**src/sv/qwn_pkg.sv**
```systemverilog
package qwn_pkg;

  localparam int unsigned FRAC = 60;
  localparam int unsigned SERIES_TERMS = 12;
  localparam logic [63:0] PI_Q60 = 64'h3243_F6A8_885A_308D;

  // (a*b) >> FRAC, truncated to 64 bits
  function automatic logic [63:0] mul_q60(input logic [63:0] a, input logic [63:0] b);
    logic [127:0] p;
    p = {64'd0, a} * {64'd0, b};
    return p[123:60];
  endfunction

  // pi*j/2^sh in Q60 for ROM index j (sh = lut_bits-1)
  function automatic logic [63:0] angle_q60(input logic [63:0] j, input int unsigned sh);
    logic [63:0] ph;
    logic [63:0] pl;
    ph = PI_Q60 >> 32;
    pl = PI_Q60 & 64'h0000_0000_FFFF_FFFF;
    return ((ph * j) << (32 - sh)) + ((pl * j) >> sh);
  endfunction

  // term / ((n+1)(n+2)) for series step k
  function automatic logic [63:0] series_div(input logic [63:0] t, input int k, input bit odd);
    logic [63:0] q;
    q = t;
    if (odd) begin
      case (k)
        1:  q = t / 64'd6;
        2:  q = t / 64'd20;
        3:  q = t / 64'd42;
        4:  q = t / 64'd72;
        5:  q = t / 64'd110;
        6:  q = t / 64'd156;
        7:  q = t / 64'd210;
        8:  q = t / 64'd272;
        9:  q = t / 64'd342;
        10: q = t / 64'd420;
        11: q = t / 64'd506;
        12: q = t / 64'd600;
        default: q = t;
      endcase
    end else begin
      case (k)
        1:  q = t / 64'd2;
        2:  q = t / 64'd12;
        3:  q = t / 64'd30;
        4:  q = t / 64'd56;
        5:  q = t / 64'd90;
        6:  q = t / 64'd132;
        7:  q = t / 64'd182;
        8:  q = t / 64'd240;
        9:  q = t / 64'd306;
        10: q = t / 64'd380;
        11: q = t / 64'd462;
        12: q = t / 64'd552;
        default: q = t;
      endcase
    end
    return q;
  endfunction

  function automatic logic [63:0] series_q60(input logic [63:0] x, input bit odd);
    logic [63:0] x2;
    logic [63:0] term;
    logic [63:0] sum;
    x2 = mul_q60(x, x);
    term = odd ? x : (64'd1 << FRAC);
    sum = term;
    for (int k = 1; k <= SERIES_TERMS; k++) begin
      term = series_div(mul_q60(term, x2), k, odd);
      if (k % 2 == 1) begin
        sum = sum - term;
      end else begin
        sum = sum + term;
      end
    end
    return sum;
  endfunction

  // Quarter-wave cosine magnitude, entry i of 2^(lut_bits-2)+1
  function automatic logic [31:0] rom_entry(input int unsigned i, input int unsigned lut_bits,
                                            input int unsigned out_bits);
    logic [63:0] quarter;
    logic [63:0] v;
    logic [63:0] r;
    logic [63:0] maxc;
    int unsigned drop;
    quarter = 64'd1 << (lut_bits - 2);
    maxc = (64'd1 << (out_bits - 1)) - 64'd1;
    drop = FRAC - (out_bits - 1);
    if (2 * 64'(i) <= quarter) begin
      v = series_q60(angle_q60(64'(i), lut_bits - 1), 1'b0);
    end else begin
      v = series_q60(angle_q60(quarter - 64'(i), lut_bits - 1), 1'b1);
    end
    r = (v + (64'd1 << (drop - 1))) >> drop;
    if (r > maxc) begin
      r = maxc;
    end
    return r[31:0];
  endfunction

endpackage

```
**src/sv/quarter_wave_nco.sv**
```systemverilog
// Quarter-wave NCO. Each accepted request carries a signed phase increment; the block
// answers with cosine (and sine when complex_out is 1, else sine is 0) of the phase held
// before the request, then advances the ACC_BITS phase accumulator, which resets to 0.
// The top LUT_ADDR_BITS phase bits pick quadrant and a quarter-wave cosine table entry.
// Outputs are signed OUT_BITS fixed point with OUT_BITS-1 fraction bits. The block takes one
// request per clock while in_stall is low: lookup and sign fix run between the
// accumulator and the output register, and a skid register keeps input flowing for one
// extra request while the output is stalled. complex_out is written via cfg_we/cfg_wdata.
module quarter_wave_nco #(
  parameter int ACC_BITS      = 32,
  parameter int LUT_ADDR_BITS = 10,
  parameter int OUT_BITS      = 16
) (
  input  logic                       clk,
  input  logic                       rst,
  input  logic                       cfg_we,
  input  logic                       cfg_wdata,
  input  logic                       in_valid,
  output logic                       in_stall,
  input  logic signed [ACC_BITS:0]   phase_increment,
  output logic                       out_valid,
  input  logic                       out_stall,
  output logic signed [OUT_BITS-1:0] cosine_value,
  output logic signed [OUT_BITS-1:0] sine_value
);
  import qwn_pkg::*;

  localparam int QUARTER = 1 << (LUT_ADDR_BITS - 2);
  localparam int MAG_W   = OUT_BITS - 1;
  localparam int BASE_W  = LUT_ADDR_BITS - 2;

  logic                       complex_out;
  logic [ACC_BITS-1:0]        phase_accum;
  logic [LUT_ADDR_BITS-1:0]   addr;
  logic [1:0]                 quad;
  logic [BASE_W-1:0]          base;
  logic [MAG_W-1:0]           direct_rom [QUARTER];
  logic [MAG_W-1:0]           mirror_rom [QUARTER];
  logic [MAG_W-1:0]           direct_mag;
  logic [MAG_W-1:0]           mirror_mag;
  logic [MAG_W-1:0]           cmag;
  logic [MAG_W-1:0]           smag;
  logic signed [OUT_BITS-1:0] cos_next;
  logic signed [OUT_BITS-1:0] sin_next;
  logic                       skid_valid;
  logic signed [OUT_BITS-1:0] skid_cos;
  logic signed [OUT_BITS-1:0] skid_sin;
  logic                       in_accept;
  logic                       out_take;

  for (genvar i = 0; i < QUARTER; i++) begin : g_rom
    assign direct_rom[i] = MAG_W'(rom_entry(i, LUT_ADDR_BITS, OUT_BITS));
    assign mirror_rom[i] = MAG_W'(rom_entry(QUARTER - i, LUT_ADDR_BITS, OUT_BITS));
  end

  if (ACC_BITS >= LUT_ADDR_BITS) begin : g_addr_trunc
    assign addr = phase_accum[ACC_BITS-1 -: LUT_ADDR_BITS];
  end else begin : g_addr_pad
    assign addr = {phase_accum, (LUT_ADDR_BITS - ACC_BITS)'(0)};
  end

  assign quad = addr[LUT_ADDR_BITS-1 -: 2];
  assign base = addr[BASE_W-1:0];
  assign direct_mag = direct_rom[base];
  assign mirror_mag = mirror_rom[base];
  assign cmag = quad[0] ? mirror_mag : direct_mag;
  assign smag = quad[0] ? direct_mag : mirror_mag;

  always_comb begin
    cos_next = $signed({1'b0, cmag});
    sin_next = $signed({1'b0, smag});
    if (quad[1] ^ quad[0]) begin
      cos_next = -cos_next;
    end
    if (quad[1]) begin
      sin_next = -sin_next;
    end
    if (!complex_out) begin
      sin_next = '0;
    end
  end

  assign in_stall  = skid_valid;
  assign in_accept = in_valid && !skid_valid;
  assign out_take  = out_valid && !out_stall;

  always_ff @(posedge clk) begin
    if (rst) begin
      complex_out <= 1'b0;
      phase_accum <= '0;
      out_valid   <= 1'b0;
      skid_valid  <= 1'b0;
    end else begin
      if (cfg_we) begin
        complex_out <= cfg_wdata;
      end
      if (in_accept) begin
        phase_accum <= phase_accum + phase_increment[ACC_BITS-1:0];
      end
      if (skid_valid) begin
        if (out_take) begin
          cosine_value <= skid_cos;
          sine_value   <= skid_sin;
          skid_valid   <= 1'b0;
        end
      end else if (in_accept) begin
        if (!out_valid || out_take) begin
          cosine_value <= cos_next;
          sine_value   <= sin_next;
          out_valid    <= 1'b1;
        end else begin
          skid_cos   <= cos_next;
          skid_sin   <= sin_next;
          skid_valid <= 1'b1;
        end
      end else if (out_take) begin
        out_valid <= 1'b0;
      end
    end
  end

  a_skid_needs_out: assert property (@(posedge clk) disable iff (rst)
    skid_valid |-> out_valid)
    else $error("skid holds a request while output register is empty");

  a_accept_fills_out: assert property (@(posedge clk) disable iff (rst)
    in_accept |=> out_valid)
    else $error("accepted request did not reach the output register");

  a_skid_held: assert property (@(posedge clk) disable iff (rst)
    (skid_valid && out_stall) |=> skid_valid && $stable(skid_cos) && $stable(skid_sin))
    else $error("skid contents lost while output stalled");

  a_phase_idle: assert property (@(posedge clk) disable iff (rst)
    (!$past(rst) && !$past(in_accept)) |-> $stable(phase_accum))
    else $error("phase moved without an accepted request");

endmodule
```
**config.mk**
```make
export PLATFORM = sky130hd
export DESIGN_NAME = quarter_wave_nco
export DESIGN_NICKNAME = d
export VERILOG_FILES = /design/src/sv/qwn_pkg.sv /design/src/sv/quarter_wave_nco.sv
export SDC_FILE = /design/constraint.sdc
export NUM_CORES = 1
export LEC_CHECK = 0
export BUFFER_PORTS_ARGS = -buffer_cell sky130_fd_sc_hd__buf_2
export CAP_MARGIN = 0
export CORE_UTILIZATION = 25
export DETAILED_ROUTE_END_ITERATION = 6
export HOLD_SLACK_MARGIN = 0.05
export PLACE_DENSITY_LB_ADDON = 0.08
export SKIP_CTS_REPAIR_TIMING = 1
export SLEW_MARGIN = 20
export SYNTH_ARGS = -nofsm -noshare
export SYNTH_HDL_FRONTEND = slang
export SYNTH_SLANG_ARGS = --single-unit
```
**constraint.sdc**
```tcl
create_clock -name clk -period 4.6 [get_ports clk]
set_clock_uncertainty 0.15 [all_clocks]
set_input_delay 0.23 -clock clk [delete_from_list [all_inputs] [get_ports clk]]
set_output_delay 0.23 -clock clk [all_outputs]
set_load 0.005 [all_outputs]
```
==> impl_results.md, run 1 <==
* Outcome: complete, no violations
* FP Rows at 88
* GRT met1 Usage at 45.63%
* Post-synth top flop: edfxtp_1
* Post-DP HPWL at 78040 µm
* # port buffers at 71
* Die area at 0.05912 mm²
* Minimum clock period at 4540 ps
* Max cap viols at 0
* Min-Delay Path Class: in2reg
* Lkg Pwr at 7.330 nW
* Final instance area at 0.01896 mm²
* Final Hold Fails at 0
* Placed cells at 2995
* CTS sink cnt at 99
* Most frequent CP cell: buf_4
* Fin Setup TNS at 0 ps
* Via Count at 18520
* Clk slew on worst S/H paths at 100 ps
* Antenna violations before repair at 7
* Yosys warns at 0
* Leading area contributor after synthesis: edfxtp_1
* Crit. End Element: flop
* Most frequent cells in the layout: buf_4, a21oi_1, nand2_1
* PD cells at 439.2 mW/mm²
* Setup violators final at 0
* DRC viols at 0
* Syn avg cell area at 7.509 µm²
* Number of global-route vias before repair at 17770
* Antenna Violating Nets Remaining at 0
* Arrival time worst endpoint at 4530 ps
* Critical Path Max Stage Delay at 430 ps
* Final Slew Violations at 0
* Met2 usage at 48.10%
* Synth cell types at 116
* Largest net degree at the start of global routing at 41
* Final nets at 2341
* CTS tree: yes
* Sequence of cells on the critical path: buf_4, buf_4, ha_1, buf_4, nor2b_2, buf_4, a21oi_1, nand3_1, nand4_1, o221ai_4, nand2_1, ha_1, inv_1, nor4_4, buf_4, a21oi_1, xnor2_1, mux2_2
* Worst Setup Path Type: reg2reg
* Vias/cell at 6.135
* Initial drt markers at 2207
* GRT Overall Usage at 32.91%
* Worst EP required at 4590 ps
* Gpl congestion at 1.040
* Final WL at 99170 µm
* Slew margin rel. at 26.58%
* I/O Pins at 73
* Post-Syn Area at 0.01454 mm²
* Multi-input logic area at 0.01091 mm²
* Top-area cell type share of the netlist area at 13.22%
* Met3 Usage GRT at 7.298%
* Area Overhead vs Synth at 30.43%
* Post-DP Area at 0.01839 mm²
* Post-synthesis sequential element count at 99
* Critical path's slowest cell: nand4_1
* Die X at 243.1 µm
* Post-Place Worst Slack at -271.7 ps
* Worst setup margin at 59.97 ps
* Non-filler cells, final at 3018
* Core box area at 0.05759 mm²
* Final period utilization at 98.70%
* Die Ht at 243.1 µm
* Async S/R FF share, synth at 0%
* Drt pass-1 iters at 5
* Worst Path Max Fanout at 22
* Post-synth EDFFs at 64
* Fillers at 6261
* Sequential-to-total area share from yosys stat at 18.04%
* CTS Buf Count at 9
* Clock Latency Late Sink at 400 ps
* CP Launch Type: flop
* Mapped Cells at 1936
* Mapped Nets at 2031
* Worst-Margin Slew at 1074 ps
* Bufs on Longest Clock Path at 2
* Global route overflow at 0
* Maximum vdd ir drop at 0.1962 mV
* Highest clock rate at 0.2203 GHz
* Busiest grt layer: met2
* Root Buffer: clkbuf_16
* Total power at 8.328 mW
* Starting density of the core at 25.25%
* FF+latch area at 0.002643 mm²
* Ranking of synthesized cells by area: edfxtp_1, a21oi_1, dfxtp_1
* H-tree levels at 3
* Global-route wire length before repair at 138900 µm
* Share of layout cells above drive strength 1 at 29.28%
* DR WL/cell at 32.86 µm
* Commonest non-fill, non-tap cell in the layout: buf_4
[layer usage]
metal	vias up	share of wire (%)
met5	-	0.065
met4	8	5.3
met3	241	9.2
li1	8074	-
met1	9153	44
met2	1039	41
[worst max-delay path: cells and delay by family (launching register included)]
kind | cells | cell delay (ps)
compound gates | 3 | 640
xor+xnor | 1 | 120
fa+ha+maj | 2 | 500
buf+inv | 6 | 1040
flops | 1 | 380
mux | 1 | 270
simple gates | 5 | 1120
[registers in the layout, summed over array words and instances, names as in the netlist]
| signal | flops |
|---|---|
| phase_accum | 32 |
| cosine_value | 16 |
| sine_value | 16 |
| skid_cos | 16 |
| skid_sin | 16 |
| complex_out | 1 |
| in_stall | 1 |
| out_valid | 1 |
[path summary, 6_finish.rpt]
kind / from / end / slack (ps) / depth (start not counted)
hold reg to reg: phase_accum[13]$_SDFFE_PP0P_ / phase_accum[13]$_SDFFE_PP0P_ / 310 / 2
hold / removal: out_stall / in_stall$_SDFF_PP0_ / 60 / 3
setup / recovery: phase_accum[23]$_SDFFE_PP0P_ / cosine_value[10]$_DFFE_PP_ / 60 / 18
setup reg to reg: phase_accum[23]$_SDFFE_PP0P_ / cosine_value[10]$_DFFE_PP_ / 60 / 18
[synthesized netlist by cell type (21+ instances only)]
library cell	n
a21oi_1	172
a211oi_1	53
and2_1	25
mux2i_1	26
edfxtp_1	64
nand2_1	162
dfxtp_1	35
xnor2_1	34
nand3_1	53
ha_1	54
buf_2	75
clkbuf_1	88
nand2b_1	63
mux2_2	21
a311oi_1	27
o31ai_1	27
o211ai_1	27
nor2_1	123
o21ai_0	129
buf_6	23
a21o_1	27
inv_1	36
nor2b_1	60
nor3_1	56
o311ai_0	27
a31oi_1	37
a221oi_1	22
[area by class of cell]
cell class | count | share of cell area, %
clock inverter | 6 | 0.2705
clock buffer | 10 | 1.208
tap | 765 | 5.048
inverter | 38 | 0.7522
timing repair buffer | 507 | 21.22
multi-input combinational | 1591 | 57.54
antenna | 2 | 0.02639
sequential | 99 | 13.94
[kinds of logic after synthesis]
group	synth area share, %
compound gates	36.97
simple gates	23.39
buf+inv	8.701
flops	18.04
mux	4.777
fa+ha+maj	4.992
xor+xnor	3.133
[metrics by stage]
stage | hold slack [ps] | util (%)
after detailed placement | 300.2 | 31.94
after global placement | 294.2 | 31.94
final | 64.53 | 32.93
after CTS | -84.33 | 32.43
after global routing | 77.07 | 32.92
after floorplan | 227.2 | -
[report_power, final]
part / switching, mW / internal, mW
Combinational: 3.90 / 2.43
Sequential: 0.0916 / 1.11
Clock: 0.413 / 0.375
Total: 4.41 / 3.92
Note: power is estimated with default switching activity, not from simulation.
==> run 2: changes to the inputs <==
- ABC_AREA: not set -> 1
==> run 2 against run 1 <==
Effect of this change:
- the flow now finishes with violations (DRC)
- die area shrank 9.7%
- power shrank 29%
- wire length shrank 18%
- cell area shrank 21%
- combinational power shrank 37%
- critical path type unchanged
- highest routed layer is now met4
==> impl_results.md, run 2 <==
* Synth top cells by count: nand2_1, nand3_1, nor2_1
* Post-DP HPWL at 62310 µm
* I/O Pins at 73
* Largest net degree at the start of global routing at 73
* Synth cell types at 53
* Sequential-to-total area share from yosys stat at 19.99%
* Clk slew on worst S/H paths at 90 ps
* Final nets at 2491
* Antenna Violating Nets Remaining at 0
* Area Overhead vs Synth at 14.61%
* Gpl congestion at 1.055
* Final Hold Fails at 0
* Worst Path Max Fanout at 11
* H-tree levels at 3
* GRT Overall Usage at 30.15%
* Critical path's slowest cell: ha_1
* Minimum clock period at 4266 ps
* Highest clock rate at 0.2344 GHz
* Final WL at 81560 µm
* Crit. End Element: flop
* Leading area contributor after synthesis: nand2_1
* Max cap viols at 0
* Hold slack at 82.77 ps
* Top-area cell type share of the netlist area at 24.32%
* Slew margin rel. at 33.39%
* Setup violators final at 0
* Post-synthesis compound-gate area fraction at 14.31%
* Antenna violations before repair at 1
* Starting density of the core at 25.42%
* CP Launch Type: flop
* FP Rows at 83
* Root Buffer: clkbuf_16
* Count leader, synth: nand2_1
* RSZ-0062 raised after global routing: no
* Reg with most FFs: phase_accum
* Final Slew Violations at 0
* Die Ht at 231.1 µm
* Final period utilization at 92.74%
* Mapped Nets at 2412
* Mux share of post-synthesis cell area at 0%
* Share of layout cells above drive strength 1 at 11.45%
* Clock Latency Late Sink at 370 ps
* Die area at 0.05340 mm²
* Async S/R FF share, synth at 0%
* DRC viols at 15
* Worst Setup Path Type: reg2reg
* Drt pass-1 iters at 7
* PD cells at 392.7 mW/mm²
* Commonest non-fill, non-tap cell in the layout: nand2_1
* Sequence of cells on the critical path: buf_4, ha_1, nand2_4, nand2_1, o21ai_0, nand3_1, nand3_1, nand3_1, nand2_1, nand2_1, nand2_1, inv_1, ha_1, nand2_1, nor2_2, nor2_1, o21ai_0, a21oi_1, buf_4, nand2_1, nand2_1
* Largest register FFs at 32
* CTS tree: yes
* Global route overflow at 0
* Global-route wire length before repair at 116000 µm
* Initial drt markers at 1858
* Bufs on Longest Clock Path at 2
* Lkg Pwr at 7.495 nW
* Arrival time worst endpoint at 4260 ps
* Syn avg cell area at 5.663 µm²
* Xor/xnor share of the synthesized area at 1.602%
* # port buffers at 71
* Yosys warns at 0
* Final instance area at 0.01504 mm²
* Post-synth EDFFs at 64
* Via Count at 16870
* Die X at 231.1 µm
* Post-Syn Area at 0.01312 mm²
* Simple-Gate Fraction of Synth Area at 48.63%
* Critical Path Max Stage Delay at 580 ps
* Fin Setup TNS at 0 ps
* Worst-Margin Slew at 996.8 ps
* Post-synth top flop: edfxtp_1
* CTS sink cnt at 99
* Most frequent cells in the layout: nand2_1, nand3_1, nor2_1
* Number of global-route vias before repair at 16150
* Maximum vdd ir drop at 0.1951 mV
* CTS Buf Count at 9
* Ranking of synthesized cells by area: nand2_1, edfxtp_1, nand3_1
* Vias/cell at 5.472
* Min-Delay Path Class: in2reg
* Core box area at 0.05161 mm²
* Combinational family with the most area after synthesis: simple AND/OR/NAND/NOR gates
* Synth Area in Adders at 5.455%
* Most frequent CP cell: nand2_1
* Post-synthesis sequential element count at 99
* Post-DP Area at 0.01469 mm²
* DR WL/cell at 26.46 µm
* Mapped Cells at 2317
* Final core occ at 29.13%
* Failing checks: DRC
* Outcome: complete, but fails checks
* Worst EP required at 4590 ps
run 2: worst max-delay path: cells and delay by family, from the launching register on:
family / cells / cell delay (ps)
simple gates: 13 / 1810
buf+inv: 3 / 500
compound gates: 3 / 440
fa+ha+maj: 2 / 760
flops: 1 / 330
run 2: path summary, 6_finish.rpt:
check | start | end | slack (ps) | cells past startpoint
worst max register to register | phase_accum[22]$_SDFFE_PP0P_ | sine_value[4]$_DFFE_PP_ | 330 | 21
worst max-delay path | phase_accum[22]$_SDFFE_PP0P_ | sine_value[4]$_DFFE_PP_ | 330 | 21
worst min-delay path | phase_increment[0] | phase_accum[0]$_SDFFE_PP0P_ | 80 | 4
worst min register to register | phase_accum[0]$_SDFFE_PP0P_ | phase_accum[0]$_SDFFE_PP0P_ | 350 | 2
run 2: report_power, final:
| group | internal, mW | total (mW) | switching, mW |
|---|---|---|---|
| sequential | 1.06 | 1.11 | 0.0480 |
| clock | 0.392 | 0.819 | 0.427 |
| combinational | 1.11 | 3.98 | 2.87 |
| total | 2.56 | 5.90 | 3.35 |
run 2: metrics by stage:
stage	total power [mW]	setup slack [ps]	std cells
after global placement	5.009	348.5	3062
after CTS	5.828	380.3	3078
final	5.905	334.1	3082
after global routing	6.243	68.11	3081
after floorplan	3.391	895.0	2317
after detailed placement	4.974	404.7	3062
run 2: kinds of logic (layout without fill, tap and decap cells):
group	count (synthesis)	in the layout
compound gates	346	346
xor+xnor	24	24
fa+ha+maj	56	56
buf+inv	287	371
flops	99	99
other cells	0	1
simple gates	1505	1505
run 2: per-layer routing:
layer / routed length [µm] / share of wire (%) / up-vias / GRT usage [%]
met5: 0 / 0 / - / 0
met4: 4105 / 5.0 / 0 / 13.76
met3: 6854 / 8.4 / 181 / 6.029
met2: 34680 / 43 / 839 / 45.48
met1: 35920 / 44 / 8039 / 41.06
li1: - / - / 7807 / -
run 2: final cells by class:
| class | count | area [µm²] |
|---|---|---|
| Antenna cell | 1 | 2.502 |
| Clock buffer | 9 | 225.2 |
| Clock inverter | 7 | 86.33 |
| Fill cell | 6021 | 36580 |
| Inverter | 162 | 613.1 |
| Multi-Input combinational cell | 1931 | 9196 |
| Sequential cell | 99 | 2634 |
| Tap cell | 680 | 850.8 |
| Timing Repair Buffer | 193 | 1429 |
